`src/design/sdz_pkg.sv`:
```
// Shared constants, widths and types for the stick deadzone scaler.
package sdz_pkg;

    // Axis full scale, used both for the magnitude clamp and as the transfer scale
    localparam int AXIS_MAX = 32767;

    localparam int RAW_W   = 16;
    localparam int MAG16_W = 15;   // clamped magnitude
    localparam int DZOFF_W = 22;   // dz * AXIS_MAX
    localparam int DLT_W   = 24;   // 100*m - dz*AXIS_MAX, signed
    localparam int TERM1_W = 29;   // adz * AXIS_MAX * (100 - dz)
    localparam int SUM_W   = 31;   // signed inner sum
    localparam int NUM_W   = 40;   // signed numerator
    localparam int MAG_W   = 39;   // |numerator|
    localparam int DEN_W   = 20;   // 10000 * (100 - dz)
    localparam int QUO_W   = 15;   // quotient bits below the saturation bit
    localparam int REM_W   = DEN_W + QUO_W;

    typedef struct packed {
        logic [DZOFF_W-1:0] dz_off;
        logic               dz_full;
        logic signed [7:0]  adz_fac;
        logic [8:0]         sens;
        logic               inv_y;
        logic [DEN_W-1:0]   den;
        logic [TERM1_W-1:0] term1;
    } cfg_t;

    typedef struct packed {
        logic [REM_W-1:0] rem;
        logic [QUO_W-1:0] quo;
        logic             neg;
        logic             ovf;
        logic             zero;
    } div_axis_t;

    typedef struct packed {
        div_axis_t x;
        div_axis_t y;
    } div_pair_t;

endpackage

```
`src/design/sdz_div_cell.sv`:
```
// One restoring-divide cell: resolves one quotient bit for both axes.
module sdz_div_cell #(
    parameter int BIT = 0
) (
    input  logic                      clk,
    input  logic                      rst_n,
    input  logic                      in_valid,
    output logic                      in_ready,
    input  sdz_pkg::div_pair_t        in_data,
    input  logic [sdz_pkg::DEN_W-1:0] den,
    output logic                      out_valid,
    input  logic                      out_ready,
    output sdz_pkg::div_pair_t        out_data
);
    import sdz_pkg::*;

    logic       valid_reg;
    div_pair_t  data_reg;
    div_pair_t  data_next;
    logic [REM_W-1:0] trial;

    assign trial    = REM_W'(den) << BIT;
    assign in_ready = !valid_reg || out_ready;

    always_comb
    begin
        data_next = in_data;
        if (in_data.x.rem >= trial)
        begin
            data_next.x.rem      = in_data.x.rem - trial;
            data_next.x.quo[BIT] = 1'b1;
        end
        if (in_data.y.rem >= trial)
        begin
            data_next.y.rem      = in_data.y.rem - trial;
            data_next.y.quo[BIT] = 1'b1;
        end
    end

    always_ff @(posedge clk or negedge rst_n)
    begin
        if (!rst_n)
        begin
            valid_reg <= 1'b0;
        end
        else if (in_ready)
        begin
            valid_reg <= in_valid;
        end
    end

    always_ff @(posedge clk)
    begin
        if (in_ready && in_valid)
        begin
            data_reg <= data_next;
        end
    end

    assign out_valid = valid_reg;
    assign out_data  = data_reg;

endmodule

```
`config.mk`:
```
export PLATFORM = sky130hd
export DESIGN_NAME = sdz_div_cell
export DESIGN_NICKNAME = d
export VERILOG_FILES = /design/src/design/sdz_pkg.sv /design/src/design/sdz_div_cell.sv
export SDC_FILE = /design/constraint.sdc
export NUM_CORES = 1
export LEC_CHECK = 0
export ABC_CLOCK_PERIOD_IN_PS = 5100
export BUFFER_PORTS_ARGS = -buffer_cell sky130_fd_sc_hd__buf_2
export CAP_MARGIN = 40
export CORE_ASPECT_RATIO = 2
export CORE_MARGIN = 8
export CORE_UTILIZATION = 35
export CTS_BUF_LIST = sky130_fd_sc_hd__clkbuf_8
export CTS_CLUSTER_SIZE = 25
export DETAILED_ROUTE_END_ITERATION = 10
export PLACE_DENSITY = 0.6
export SLEW_MARGIN = 20
export SYNTH_ARGS = -nofsm -noshare
export SYNTH_HDL_FRONTEND = slang
export SYNTH_SLANG_ARGS = --single-unit
export TNS_END_PERCENT = 100
```
`constraint.sdc`:
```
create_clock -name clk -period 5.1 [get_ports clk]
set_input_delay 1.02 -clock clk [delete_from_list [all_inputs] [get_ports clk]]
set_output_delay 1.02 -clock clk [all_outputs]
set_load 0.005 [all_outputs]
```
; ---- Word level (Yosys, flattened, before mapping)
; Cells that the tools add are included.
[word_totals]
ff_bits = 107
latch_bits = 0
ram_bits = 0
rom_bits = 0
in_bits = 130
elab_cells = 22
memories = 0
[op_classes]
n_addsub = 2
mul = 0
div = 0
n_lt_le_gt_ge = 2
eq_ne = 0
n_shift = 0
muxes = 2
n_bitwise = 0
n_reduce_logical = 3
[op_table]
columns = op, n
row1 = 35-bit by 20-bit >= comparator with 1-bit output, 2
row2 = 35-bit two-way mux, 2
row3 = 35-bit by 20-bit subtractor with 35-bit output, 2
row4 = 1-bit logical AND, 1
row5 = 1-bit zero test, 1
row6 = 1-bit logical OR, 1

; ---- Depth between registers and ports, before layout
[logic_depth]
word_depth = 3
mapped_depth = 12

; ---- Worst setup path after synthesis
; OpenSTA, ideal clock, no wires.
[synth_path]
kind = input port to flip-flop
startpoint = in out_ready
endpoint = reg data_reg, in the netlist out_data[0], enable pin
setup_time_ns = 0.477
arrival_ns = 3.637
setup_slack_ns = 0.986
stages = 2
cell_sequence = nand2b_1 and2_1
[synth_via]
elab_chain_cells = 2
[synth_rtl]
columns = element, line_no
row1 = "start, declared", sdz_div_cell.sv:12  ; input logic out_ready,
row2 = 1-bit logical OR, sdz_div_cell.sv:23  ; assign in_ready = !valid_reg || out_ready;
row3 = 1-bit logical AND, sdz_div_cell.sv:54  ; if (in_ready && in_valid)
row4 = "end signal, assigned", sdz_div_cell.sv:56  ; data_reg <= data_next;
row5 = "end, declared", sdz_div_cell.sv:18  ; div_pair_t data_reg;
; Every way passes these cells.
; A chain may end at the register's enable or synchronous reset.

==> metrics.yaml <==
clock_tree:
  cts_inserted_buffers: 9
  cts_hold_buf: 0
  cts_max_path_buffers: 2
  cts.clk_slew.worst_paths_ps: 100
  cts_sinks: 107
  cts_setup_buffers: 0
  cts_resized: 0
  cts_tree: "yes"
  htree_levels: 3
  root_buffer: "clkbuf_8"
  insertion_delay_ps: 400
synth:
  synth_ff_type: "edfxtp_1"
  synthDistinctLibCells: 63
  ys_warn_count: 0
  netlist_area_um2: 6490
  syn_nets: 768
  synth_edf_count: 106
  synth-seq-cells: 107
  syn_area_per_cell_um2: 10.9
  async_reset_ff_share_pct: 0.935
  seq_area_frac_synth_pct: 49.4
  synthCells: 596
flow_run:
  drv_cap: 0
power:
  leakage_nw: 3.39
  pwr-share-comb_pct: 24.7
  ir_worst_vdd_uv: 115
  p_sw_uw: 628
  power.internal_mw: 1.51
  power.total_mw: 2.14
  switching_share_pct: 29.3
  power.density_nw_per_um2: 264
  clockPowerShare_pct: 25.0
  seq_power_share_pct: 50.3
floorplanning:
  row_count: 70
  start_util_pct: 35.6
  ios: 238
  die_w_um: 112
  core-area_um2: 18200
  die_area_um2: 23400
  dieHeight_um: 209
worst_setup_path:
  r2r.worst_path.cells: 3
  r2r-end: "out_data[66]"
  r2r_start: "out_valid"
  critPathMaxStageDelay_ps: 440
  crit_type: "in2reg"
  start_kind: "primary input"
  path_max_fanout: 8
  critical-path-top-delay-family: "compound AO/OA/AOI/OAI gates"
  worstSetupEndpointType: "flip-flop"
  crit_path_top_delay_cell: "fa_1"
  r2r_setup_slack_ps: 3120
  arrival_ps: 3730
  crit_required_ps: 5230
  critPathBufInv: 3
  path_cells: "buf_2 -> inv_1 -> ha_1 -> inv_1 -> fa_1 -> a211oi_2 -> o21ai_1 -> a211oi_2 -> o21ai_2 -> a2111oi_2 -> o21bai_2 -> nor3b_1 -> xor2_1"
cells_and_area:
  fillers: 1832
  area_delta_synth_final_pct: 25.0
  post-route-cell-area_um2: 8110
  drive_above_1_share_pct: 33.8
  regArea_um2: 3210
  fin_nets: 1008
  multi_input_area_um2: 3100
placed_design:
  io_buffers: 237
  place_area_um2: 7920
  dpl.hpwl_um: 17300
  gp_congestion: 0.859
detailed_routing:
  wl_per_cell_um: 19.7
  ant_nets: 0
  drc: 0
  route.met3.wl_um: 1430
  highest_layer: "met5"
  dr_wl_met2_um: 11300
  vias_per_cell: 5.16
  drtIter0Drc: 246
  drt-met1-wl_um: 7370
  dr.pass1.iters: 4
  wl_um: 20900
  via_count: 5460
sta:
  period_share_pct: 70.5
  tightest_slew_ps: 739
  slew_viol_final: 0
  hold_violations: 0
  rsz0062_at_grt: "false"
  fmax_ghz: 0.278
  finalSetupViolCount: 0
  tns_ps: 0
  fin_crit_ps: 3600
  maxSlewHeadroom_pct: 50.7
  skew_ps: 14.9
global_route:
  first_global_vias: 5607
  grt_max_degree: 57
  grt_pass1_wl_um: 31500
  antenna_found_initial: 3
  grt_usage_pct: 17.6
  grt.overflow.total: 0
outcome:
  run_status: "finished, final reports clean"
worst_hold_path:
  hp-class: "in2async"
cell type report:
class / instances / share of cell area (%)
Sequential cell: 107 / 39.6
Multi-Input combinational cell: 446 / 38.2
Antenna cell: 1 / 0.0309
Clock inverter: 7 / 0.833
Clock buffer: 9 / 1.53
Timing Repair Buffer: 242 / 15.1
Tap cell: 216 / 3.33
Inverter: 30 / 1.39
routing by layer:
metal | global-route usage [%] | up-vias
li1 | - | 2695
met1 | 16.9 | 2523
met2 | 33.2 | 203
met3 | 4.45 | 35
met4 | 9.18 | 4
met5 | 0 | -
worst max-delay path by stage:
stage / startpoint / to / slack (ps) / depth (start not counted)
floorplan: out_ready / out_data[0] / 990 / 2
global placement: in_data[71] / out_data[93] / 1170 / 13
detailed placement: den[1] / out_data[48] / 1110 / 12
CTS: in_data[71] / out_data[95] / 1540 / 13
global route: in_data[71] / out_data[93] / 1310 / 13
finish: in_data[71] / out_data[95] / 1500 / 13
power groups by stage:
stage	registers, mW	logic [mW]	clock network [mW]
3_3_place_gp	1.10	0.532	0
4_1_cts	1.08	0.536	0.555
2_1_floorplan	1.11	0.295	0
3_5_place_dp	1.10	0.532	0
6_report	1.08	0.529	0.536
5_1_grt	1.08	0.586	0.579
synthesized netlist by cell type (2+ instances only):
cell      instances  share of area [%]
buf_2             2               0.15
o221ai_1          2               0.27
nor2b_1           5               0.48
nor2_1           31                1.8
a211oi_2          2               0.39
and3_1            8               0.77
buf_4             5               0.58
xnor2_1          31                4.2
nor4_2            6                1.2
ha_1             40                7.7
a21oi_1          38                2.9
o21a_1            3               0.35
nand3b_1          2               0.23
mux2_2            4               0.69
nor4_1            7               0.67
o21bai_1          6               0.69
nand3_1          23                1.8
inv_1            30                1.7
and4_1            2               0.27
o21ai_1          27                2.1
xor2_1           30                4.0
a41oi_1           2               0.27
o31ai_1           3               0.35
or3_1             4               0.39
nor4b_2           2               0.46
o211ai_1          2               0.23
and2_1            2               0.19
nand2_1          59                3.4
edfxtp_1        106                 49
o21ai_0          21                1.6
nand2b_1          9               0.87
a31oi_1           3               0.29
nand4_1           8               0.77
a211oi_1          7               0.81
o31a_1            2               0.27
a21o_1           12                1.4
nor3_4            2               0.50
nor3b_1           4               0.46
clkbuf_1          5               0.29
fa_1              2               0.62
nor3_1           15                1.2
cells by family (layout without fill, tap and decap cells):
group           count (synthesis)  count (layout)  synth area share (%)
compound gates                142             142                  13.9
xor+xnor                       61              61                  8.23
flops                         107             107                  49.4
other cells                     0               1                     0
fa+ha+maj                      42              42                  8.33
buf+inv                        43             288                  2.93
simple gates                  195             195                  16.2
mux                             6               6                  1.02
cells in the final DEF (no fill, tap or decap), types with 3 or more instances in the layout:
cell / Yosys / layout
clkbuf_8: 0 / 9
nor2b_1: 5 / 5
o21a_1: 3 / 3
buf_2: 2 / 237
a21oi_1: 38 / 38
o21bai_1: 6 / 6
edfxtp_1: 106 / 106
nor4_2: 6 / 6
ha_1: 40 / 40
o31ai_1: 3 / 3
xnor2_1: 31 / 31
nor3b_1: 4 / 4
o21ai_1: 27 / 27
and3_1: 8 / 8
nor3_1: 15 / 15
mux2_2: 4 / 4
nor2_1: 31 / 31
a211oi_1: 7 / 7
nand2b_1: 9 / 9
nand3_1: 23 / 23
o21ai_0: 21 / 21
a21o_1: 12 / 12
inv_1: 30 / 32
nand4_1: 8 / 8
xor2_1: 30 / 30
a31oi_1: 3 / 3
nand2_1: 59 / 59
or3_1: 4 / 4
nor4_1: 7 / 7
buf_4: 5 / 5
worst reg2reg max path, cell delays in order, from the launching register on:
cell and delay, ps:
dfrtp_1 390, nand2b_1 110, and2_4 640, buf_4 490
stage by stage:
| step | utilization [%] | setup slack, ps | hold WS (ps) | instances |
|---|---|---|---|---|
| after floorplan | - | 986 | 537 | 596 |
| after global placement | 43.5 | 1170 | 511 | 1041 |
| after detailed placement | 43.5 | 1110 | 530 | 1041 |
| after CTS | 44.5 | 1540 | 361 | 1057 |
| after global routing | 44.5 | 1310 | 364 | 1058 |
| final | 44.5 | 1500 | 388 | 1058 |
flip-flops by register name, summed over array words and instances, names as in the netlist:
signal / count
out_valid: 1
out_data: 106
Note: power is estimated with default switching activity, not from simulation.
