[src/design/sdz_pkg.sv]
// Shared constants, widths and types for the stick deadzone scaler.
package sdz_pkg;

    // Axis full scale, used both for the magnitude clamp and as the transfer scale
    localparam int AXIS_MAX = 32767;

    localparam int RAW_W   = 16;
    localparam int MAG16_W = 15;   // clamped magnitude
    localparam int DZOFF_W = 22;   // dz * AXIS_MAX
    localparam int DLT_W   = 24;   // 100*m - dz*AXIS_MAX, signed
    localparam int TERM1_W = 29;   // adz * AXIS_MAX * (100 - dz)
    localparam int SUM_W   = 31;   // signed inner sum
    localparam int NUM_W   = 40;   // signed numerator
    localparam int MAG_W   = 39;   // |numerator|
    localparam int DEN_W   = 20;   // 10000 * (100 - dz)
    localparam int QUO_W   = 15;   // quotient bits below the saturation bit
    localparam int REM_W   = DEN_W + QUO_W;

    typedef struct packed {
        logic [DZOFF_W-1:0] dz_off;
        logic               dz_full;
        logic signed [7:0]  adz_fac;
        logic [8:0]         sens;
        logic               inv_y;
        logic [DEN_W-1:0]   den;
        logic [TERM1_W-1:0] term1;
    } cfg_t;

    typedef struct packed {
        logic [REM_W-1:0] rem;
        logic [QUO_W-1:0] quo;
        logic             neg;
        logic             ovf;
        logic             zero;
    } div_axis_t;

    typedef struct packed {
        div_axis_t x;
        div_axis_t y;
    } div_pair_t;

endpackage

[src/design/sdz_cfg_regs.sv]
// Configuration registers and the per-setting derived terms.
module sdz_cfg_regs (
    input  logic          clk,
    input  logic          rst_n,
    input  logic          cfg_valid,
    output logic          cfg_ready,
    input  logic [7:0]    cfg_index,
    input  logic [15:0]   cfg_data,
    output sdz_pkg::cfg_t cfg
);
    import sdz_pkg::*;

    localparam logic [7:0] REG_DEADZONE      = 8'd0;
    localparam logic [7:0] REG_ANTI_DEADZONE = 8'd1;
    localparam logic [7:0] REG_SENSITIVITY   = 8'd2;
    localparam logic [7:0] REG_INVERT_Y      = 8'd3;

    logic [6:0] dz_reg;
    logic [6:0] adz_reg;
    logic [8:0] sens_reg;
    logic       inv_reg;
    cfg_t       cfg_reg;
    cfg_t       cfg_next;
    logic [6:0] dz_span;

    assign cfg_ready = 1'b1;

    always_ff @(posedge clk or negedge rst_n)
    begin
        if (!rst_n)
        begin
            dz_reg   <= '0;
            adz_reg  <= '0;
            sens_reg <= 9'd100;
            inv_reg  <= 1'b0;
        end
        else if (cfg_valid)
        begin
            unique case (cfg_index)
                REG_DEADZONE:      dz_reg   <= cfg_data[6:0];
                REG_ANTI_DEADZONE: adz_reg  <= cfg_data[6:0];
                REG_SENSITIVITY:   sens_reg <= cfg_data[8:0];
                REG_INVERT_Y:      inv_reg  <= cfg_data[0];
                default:           ;  // unknown index: ignored
            endcase
        end
    end

    // Derived terms follow the raw registers in the next cycle, through cfg_reg
    always_comb
    begin
        cfg_next.dz_full = (dz_reg >= 7'd100);
        dz_span          = cfg_next.dz_full ? 7'd1 : (7'd100 - dz_reg);
        cfg_next.dz_off  = DZOFF_W'(dz_reg) * DZOFF_W'(AXIS_MAX);
        cfg_next.adz_fac = 8'sd100 - $signed({1'b0, adz_reg});
        cfg_next.sens    = sens_reg;
        cfg_next.inv_y   = inv_reg;
        cfg_next.den     = DEN_W'(dz_span) * DEN_W'(10000);
        cfg_next.term1   = (TERM1_W'(adz_reg) * TERM1_W'(AXIS_MAX)) * TERM1_W'(dz_span);
    end

    always_ff @(posedge clk or negedge rst_n)
    begin
        if (!rst_n)
        begin
            cfg_reg.dz_off  <= '0;
            cfg_reg.dz_full <= 1'b0;
            cfg_reg.adz_fac <= 8'sd100;
            cfg_reg.sens    <= 9'd100;
            cfg_reg.inv_y   <= 1'b0;
            cfg_reg.den     <= DEN_W'(1000000);
            cfg_reg.term1   <= '0;
        end
        else
        begin
            cfg_reg <= cfg_next;
        end
    end

    assign cfg = cfg_reg;

endmodule

[config.mk]
export PLATFORM = sky130hd
export DESIGN_NAME = sdz_cfg_regs
export DESIGN_NICKNAME = d
export VERILOG_FILES = /design/src/design/sdz_pkg.sv /design/src/design/sdz_cfg_regs.sv
export SDC_FILE = /design/constraint.sdc
export NUM_CORES = 1
export LEC_CHECK = 0
export BUFFER_PORTS_ARGS = -buffer_cell sky130_fd_sc_hd__clkbuf_2
export CAP_MARGIN = 20
export CORE_MARGIN = 3
export CORE_UTILIZATION = 65
export DETAILED_ROUTE_END_ITERATION = 16
export GPL_TIMING_DRIVEN = 0
export PLACE_DENSITY_LB_ADDON = 0.1
export SLEW_MARGIN = 15
export SYNTH_ARGS = -nofsm -noshare
export SYNTH_HDL_FRONTEND = slang
export SYNTH_SLANG_ARGS = --single-unit
[constraint.sdc]
create_clock -name clk -period 18.4 [get_ports clk]
set_clock_uncertainty 0.1 [all_clocks]
set_input_delay 2.76 -clock clk [delete_from_list [all_inputs] [get_ports clk]]
set_output_delay 2.76 -clock clk [all_outputs]
set_load 0.005 [all_outputs]
---- After elaboration in Yosys (flattened, before gate mapping) ----
Cells that the tools add are included.
W data, S select, Z words.
storage, ports and cells
  word-level logic and storage cells ...... 27
  input bits .............................. 27
  bits in registers ....................... 110
  output and inout port bits .............. 91
cells by class
  reductions and logical operators ........ 5
  equality and inequality tests ........... 3
  multiplexer cells ....................... 1
  $lt $le $gt $ge ......................... 1
  multiply operators ...................... 4
  add/sub/neg operators ................... 2
operators with widths
  cell                     number
  $mul A7 B15 Y22 const B  2
  $mul A22 B7 Y29          1
  $eq A8 B2 Y1 const B     2
  $mul A7 B10 Y16 const B  1
  $eq A8 B1 Y1 const B     1
  $logic_not A8 Y1         1
  $reduce_and A2 Y1        4
  $sub A7 B7 Y8 const A    1
  $ge A7 B7 Y1 const B     1
  $mux W7                  1
  $sub A7 B7 Y7 const A    1

---- Longest topological paths before layout ----
Gate-level depths: netlist (run 1).
  word-level depth ........................ 3
  depth in mapped cells ................... 35
  gate-level depth less buffers ........... 34

---- Worst setup path before layout (run 1) ----
Ideal clock, no wire load.
  path type ............................... register to register
  start point ............................. register adz_reg[2]
  end point ............................... register cfg_reg (netlist bit cfg[28])
  slack ................................... 9.681 ns
  arrival time ............................ 8.496 ns
  period minus slack after synthesis ...... 8.719 ns
  cell stages (with the launch flop) ...... 35
  data required time ...................... 18.176 ns
  cells stage by stage .................... dfrtp_1 -> inv_1 -> fa_1 -> inv_1 -> fa_1 -> inv_1 -> fa_1 -> inv_1 -> fa_1 -> ha_1 -> buf_2 -> and3_1 -> a2111oi_4 -> nor2_1 -> nand2_1 -> a31oi_1 -> clkbuf_1 -> nor2_1 -> fa_1 -> inv_1 -> fa_1 -> inv_1 -> fa_1 -> inv_1 -> fa_1 -> inv_1 -> ha_1 -> nand4_1 -> a21oi_1 -> a211oi_1 -> o311ai_1 -> nor3b_1 -> a31o_2 -> nor2_1 -> o31a_1
RTL lines
  what                    RTL line            source
  start, declared         sdz_cfg_regs.sv:19  logic [6:0] adz_reg;
  start signal, assigned  sdz_cfg_regs.sv:41  REG_ANTI_DEADZONE: adz_reg <= cfg_data[6:0];
  end signal, assigned    sdz_cfg_regs.sv:76  cfg_reg <= cfg_next;
  end, declared           sdz_cfg_regs.sv:22  cfg_t cfg_reg;

==> flow_metrics.py, run 1 <==
metrics = {
    "floorplan": {
        "rows": 49,
        "core_area_um2": 18300,
        "die_w_um": 144,
        "start_util_pct": 67.4,
        "die_area_um2": 20700,
        "die_h_um": 144,
        "io_pins": 118,
    },
    "sta": {
        "finalSetupTns_ns": 0,
        "rsz0062_at_grt": "false",
        "hold_viol_final": 0,
        "clock.fmax_ghz": 0.0999,
        "worstMarginPinSlew_ns": 0.916,
        "fin_crit_ns": 10.01,
        "fin_crit_sh_pct": 54.4,
        "holdWs_ns": 0.266,
        "slew_headroom_pct": 38.9,
        "finalMaxSlewViolations": 0,
        "setup_viol": 0,
    },
    "routing": {
        "drtIter0Drc": 380,
        "drt-total-wl_um": 25200,
        "via_per_inst": 5.57,
        "ant_nets": 0,
        "drc": 0,
        "avgRoutedWirePerCell_um": 15.5,
        "routed-via-count": 9011,
        "dr.pass1.iters": 8,
    },
    "synth": {
        "synth_edf_count": 0,
        "synth-adder-area-share_pct": 40.9,
        "syn-cell-area_um2": 12300,
        "syn_avg_cell_area_um2": 9.77,
        "async_reset_ff_share_pct": 100,
        "ys_warn_count": 0,
        "synth_xor_area_share_pct": 5.46,
        "yosysSeqAreaShare_pct": 22.5,
        "ys.flop_type": "dfrtp_1",
        "synth-compound-area-share_pct": 9.58,
        "synth_top_family_by_area": "adder cells",
        "ys_types": 66,
        "synthSimpleGateAreaFrac_pct": 12.4,
        "ys_ff_latch": 110,
        "synth_mux_area_share_pct": 1.80,
        "synth_cells": 1264,
    },
    "clock_tree": {
        "hold_buffers": 0,
        "cts_root_buf": "clkbuf_16",
        "clk_latency_ns": 0.38,
        "post_cts.repair.setup_buffers": 0,
        "clkTransAtPathRegs_ns": 0.09,
        "cts_tree": "built",
        "numCtsBuffers": 9,
        "cts_num_sinks": 110,
        "htree_levels": 3,
        "cts_resized": 0,
        "clockBufferDepth": 2,
    },
    "run": {
        "max_cap_viol_count": 0,
    },
    "finish": {
        "drive_gt1_share_pct": 13.5,
        "layout_common_cells": "inv_1, ha_1, fa_1",
        "area_growth_pct": 9.32,
        "largest_reg_flops": 86,
        "diodes": 0,
        "finalNetCount": 1728,
        "mostFrequentLayoutCell": "inv_1",
    },
    "setup_path": {
        "timing.rr.end": "cfg[28]",
        "cp-end-kind": "register",
        "cp_slowest_stage_delay_ns": 0.60,
        "cp.required_ns": 18.56,
        "cp-start-kind": "register",
        "timing_worst_setup_path_type": "register to register",
        "reg2reg_from": "adz_reg[2]",
        "r2r_cells": 34,
        "arrival_ns": 10.18,
        "cpMaxStageDelayCell": "xnor2_1",
        "crit_fanout": 7,
        "rrSetupSlack_ns": 8.39,
    },
    "grt": {
        "grt_max_degree": 59,
        "grtUsageMet2_pct": 43.7,
        "grt_first_pass_wirelength_um": 43400,
        "grt_overflow_total": 0,
        "gr-usage-met1_pct": 34.4,
        "antenna_found_initial": 0,
        "top_usage_layer": "met2",
        "grtUsageTotal_pct": 26.0,
        "gr-usage-met3_pct": 5.59,
        "grt_pass1_vias": 9219,
    },
    "hold_path": {
        "hold_end": "cfg[52]",
        "min_from": "sens_reg[2]",
        "hold_path.class": "register to register",
        "min_path_cells": 0,
    },
    "run_status": {
        "outcome": "finished clean",
    },
    "placed_design": {
        "port_buffers": 105,
        "place.gp.congestion": 0.888,
        "dp_hpwl_um": 20100,
    },
    "pwr": {
        "leakage_uw": 0.00715,
        "power.density_nw_per_um2": 172,
        "ir_drop_mv": 0.235,
    },
}
cells in the mapped netlist (12+ instances only):
library cell | instances | area (um2)
a21oi_1 | 51 | 255
o21ai_0 | 29 | 145
ha_1 | 170 | 2130
nor2_1 | 121 | 454
nand2b_1 | 14 | 87.6
nand3_1 | 13 | 65.1
nor3_1 | 12 | 60.1
dfrtp_1 | 94 | 2350
xnor2_1 | 52 | 455
dfstp_2 | 16 | 420
nand2_1 | 88 | 330
a21o_1 | 21 | 158
clkbuf_1 | 19 | 71.3
fa_1 | 146 | 2920
mux2_2 | 18 | 203
inv_1 | 203 | 762
xor2_1 | 25 | 219
metal layers:
layer  vias up  wire (um)
met5         -          0
met4         0        512
met3        43       1440
met2       277      12200
met1      4353      11000
li1       4338          -
worst max-delay path by stage:
stage,cells after the start,from,slack [ns],endpoint
floorplan,34,adz_reg[2],9.68,cfg[28]
global placement,34,adz_reg[2],8.68,cfg[28]
detailed placement,34,adz_reg[2],8.59,cfg[28]
CTS,34,adz_reg[2],8.47,cfg[28]
global route,34,adz_reg[2],7.93,cfg[28]
finish,34,adz_reg[2],8.39,cfg[28]
power breakdown:
part           internal, uW  switching, uW
combinational           758           1000
clock                  97.3           98.1
sequential              343           21.4
total                  1200           1120
worst max-delay path, delay by kind of cell (launching register included):
family          cells  cell delay (ns)
flops               1             0.52
buf+inv             9             0.74
simple gates        7             1.40
fa+ha+maj          10             4.73
xor+xnor            1             0.60
compound gates      7             1.78
logic make-up (layout without fill, tap and decap cells):
logic type / Yosys count / in the layout
simple gates: 327 / 327
fa+ha+maj: 316 / 316
buf+inv: 236 / 359
compound gates: 176 / 176
flops: 110 / 110
xor+xnor: 77 / 77
mux: 20 / 20
other cells: 2 / 5
cell type report:
cell class	count	area, um2
clock inverters	5	41.3
clock buffers	11	243
flip-flops and latches	110	2770
inverters	208	781
repair buffers	107	569
multi-input cells	921	8680
plain buffers	28	128
fillers	1342	4830
well taps	229	287
through the flow:
stage | total power, uW | utilization [%] | instance area (um2) | cells | setup WS, ns
after global placement | 2080 | 71.9 | 13200 | 1601 | 8.68
after CTS | 2340 | 73.6 | 13500 | 1619 | 8.47
after floorplan | 1720 | - | 12400 | 1267 | 9.68
after global routing | 2600 | 73.6 | 13500 | 1619 | 7.93
final | 2320 | 73.6 | 13500 | 1619 | 8.39
after detailed placement | 2110 | 72.1 | 13200 | 1603 | 8.59
(Power assumes the default switching activity.)
==> run 2: changes to the inputs <==
--- a/config.mk
+++ b/config.mk
@@ -8,7 +8,7 @@
 export BUFFER_PORTS_ARGS = -buffer_cell sky130_fd_sc_hd__clkbuf_2
 export CAP_MARGIN = 20
 export CORE_MARGIN = 3
-export CORE_UTILIZATION = 65
+export CORE_UTILIZATION = 56
 export DETAILED_ROUTE_END_ITERATION = 16
 export GPL_TIMING_DRIVEN = 0
 export PLACE_DENSITY_LB_ADDON = 0.1
==> constraint.sdc (replaced) <==
create_clock -name clk -period 8.61 [get_ports clk]
set_clock_uncertainty 0.1 [all_clocks]
set_input_delay 1.2915 -clock clk [delete_from_list [all_inputs] [get_ports clk]]
set_output_delay 1.2915 -clock clk [all_outputs]
set_load 0.005 [all_outputs]
==> run 2 against run 1 <==
  * The run now ends with negative setup slack left
  * Wire length grew 8.0%
  * Non-clock buffer count is 37 higher
  * Count of clock-buffer cells in the layout decreased by 1
  * Sequential share of layout area decreased by 1.3 points
  * Die area up 15%
  * Cell area is 7.1% higher
  * Clock power rose by 110%
  * Register-to-register slack got worse by 8.5 ns
  * Global-route usage shrank 2.7 points
  * Worst hold slack is essentially flat
  * Critical path depth fell by 3
  * Critical path type unchanged
  * Highest routed layer unchanged
==> flow_metrics.py, run 2 (synthesis results as in run 1) <==
metrics = {
    "sta": {
        "setup_viol": 3,
        "worstMarginPinSlew_ns": 0.961,
        "finalMaxSlewViolations": 0,
        "worst_slack_ns": -0.0805,
        "slew_headroom_pct": 36.0,
        "clock.fmax_ghz": 0.115,
        "fin_crit_ns": 8.69,
        "rsz0062_at_grt": "true",
        "hold_viol_final": 0,
        "fin_crit_sh_pct": 101,
    },
    "finish": {
        "mostFrequentLayoutCell": "inv_1",
        "diodes": 0,
        "drive_gt1_share_pct": 22.1,
        "largest_reg_flops": 86,
        "layout_common_cells": "inv_1, ha_1, fa_1",
        "area_growth_pct": 17.1,
        "finalNetCount": 1765,
        "fill_cells": 1722,
        "fin_cells": 1702,
        "final_area_um2": 14500,
    },
    "clock_tree": {
        "clk_latency_ns": 0.35,
        "htree_levels": 3,
        "cts_tree": "built",
        "clockBufferDepth": 2,
        "cts_root_buf": "clkbuf_16",
        "clkTransAtPathRegs_ns": 0.08,
        "cts_num_sinks": 110,
        "hold_buffers": 0,
        "numCtsBuffers": 9,
    },
    "grt": {
        "antenna_found_initial": 0,
        "grtUsageTotal_pct": 23.3,
        "grt_first_pass_wirelength_um": 45500,
        "grt_pass1_vias": 9390,
        "grt_max_degree": 84,
        "grt_overflow_total": 0,
    },
    "setup_path": {
        "reg2reg_from": "adz_reg[1]",
        "arrival_ns": 8.83,
        "cp.required_ns": 8.75,
        "r2r_cells": 31,
        "rrSetupSlack_ns": -0.08,
        "timing.rr.end": "cfg[28]",
        "cp-end-kind": "register",
        "cpMaxStageDelayCell": "fa_1",
        "crit_fanout": 7,
        "cpMostUsedCell": "fa_1",
        "cp_slowest_stage_delay_ns": 0.57,
        "timing_worst_setup_path_type": "register to register",
        "cp-start-kind": "register",
    },
    "routing": {
        "wl_met2_um": 13700,
        "dr.pass1.iters": 5,
        "routed-via-count": 9179,
        "avgRoutedWirePerCell_um": 16.0,
        "drtIter0Drc": 524,
        "via_per_inst": 5.39,
        "drt-total-wl_um": 27200,
        "drc": 0,
        "wl_met1_um": 11800,
        "met3WireLength_um": 1270,
        "ant_nets": 0,
        "highest_layer": "met4",
    },
    "placed_design": {
        "post-place-cells": 1648,
        "port_buffers": 105,
        "dp_hpwl_um": 20600,
        "dpl_cell_area_um2": 13300,
        "place.gp.congestion": 0.856,
    },
    "hold_path": {
        "hold_path.class": "register to register",
        "hold_end": "cfg[52]",
        "min_from": "sens_reg[2]",
        "min_path_cells": 0,
    },
    "run_status": {
        "outcome": "finished, violations left",
        "violations": "negative setup slack",
    },
    "pwr": {
        "power.density_nw_per_um2": 383,
        "leakage_uw": 0.00746,
        "ir_drop_mv": 0.292,
    },
    "floorplan": {
        "start_util_pct": 57.8,
        "io_pins": 118,
        "rows": 53,
        "die_w_um": 155,
        "core_area_um2": 21400,
        "die_area_um2": 23900,
        "die_h_um": 155,
    },
    "run": {
        "max_cap_viol_count": 0,
    },
}
==> run 2: changes by cell type in the layout (fill, tap and decap cells not counted), moves of 8 or more <==
cell / before / now
buf_4: 6 / 42
nor2_1: 121 / 108
a21oi_1: 51 / 43
inv_1: 203 / 195
ha_1: 170 / 157
inv_2: 1 / 9
nor2_2: 0 / 9
==> run 2: through the flow <==
stage	setup WS, ns	power, uW	util (%)	TNS (ns)	hold WS (ns)
after detailed placement	-1.20	4540	62.2	-10.64	0.255
after floorplan	0.0386	3690	-	0	0.249
after global placement	-1.06	4460	62.0	-8.30	0.254
after global routing	-0.362	6140	67.7	-1.70	0.272
final	-0.0805	5540	67.7	-0.157	0.266
after CTS	0.00328	5260	65.9	0	0.266
==> run 2: worst max-delay path by stage <==
stage | slack [ns] | end | startpoint
3_3_place_gp | -1.06 | cfg[28] | adz_reg[2]
3_5_place_dp | -1.20 | cfg[28] | adz_reg[2]
5_1_grt | -0.36 | cfg[28] | adz_reg[1]
4_1_cts | 0.003 | cfg[28] | adz_reg[2]
6_report | -0.08 | cfg[28] | adz_reg[1]
2_1_floorplan | 0.04 | cfg[28] | adz_reg[2]
==> run 2: metal layers <==
layer	vias up	track usage, %
met1	4531	31.2
met5	-	0
met2	200	40.3
li1	4411	-
met4	0	5.38
met3	37	3.41
==> run 2: repair_timing <==
| item | in CTS | in global routing |
|---|---|---|
| gates resized for setup | 66 | 59 |
| setup endpoints to repair | 17 | 12 |
| pin swaps | 25 | 36 |
| setup buffers | 25 | 17 |
==> run 2: worst max-delay path: cells and delay by family (launching register included) <==
family	cells	cell delay (ns)
fa+ha+maj	10	4.60
flops	1	0.38
compound gates	6	1.64
xor+xnor	1	0.16
simple gates	7	1.21
buf+inv	7	0.46
==> run 2: where the power goes <==
group | switching (uW) | internal (uW) | leakage [uW]
logic | 2400 | 1940 | 0.00599
registers | 41.7 | 734 | 0.00133
clock network | 209 | 210 | 0.000146
==> run 2: area by class of cell <==
| type | instances | area, um2 | area share (%) |
|---|---|---|---|
| Buffer | 24 | 126 | 0.874 |
| Multi-Input combinational cell | 921 | 9230 | 63.8 |
| Timing Repair Buffer | 148 | 905 | 6.26 |
| Clock buffer | 10 | 239 | 1.65 |
| Inverter | 208 | 781 | 5.40 |
| Clock inverter | 6 | 56.3 | 0.389 |
| Sequential cell | 110 | 2780 | 19.2 |
| Tap cell | 275 | 344 | 2.38 |
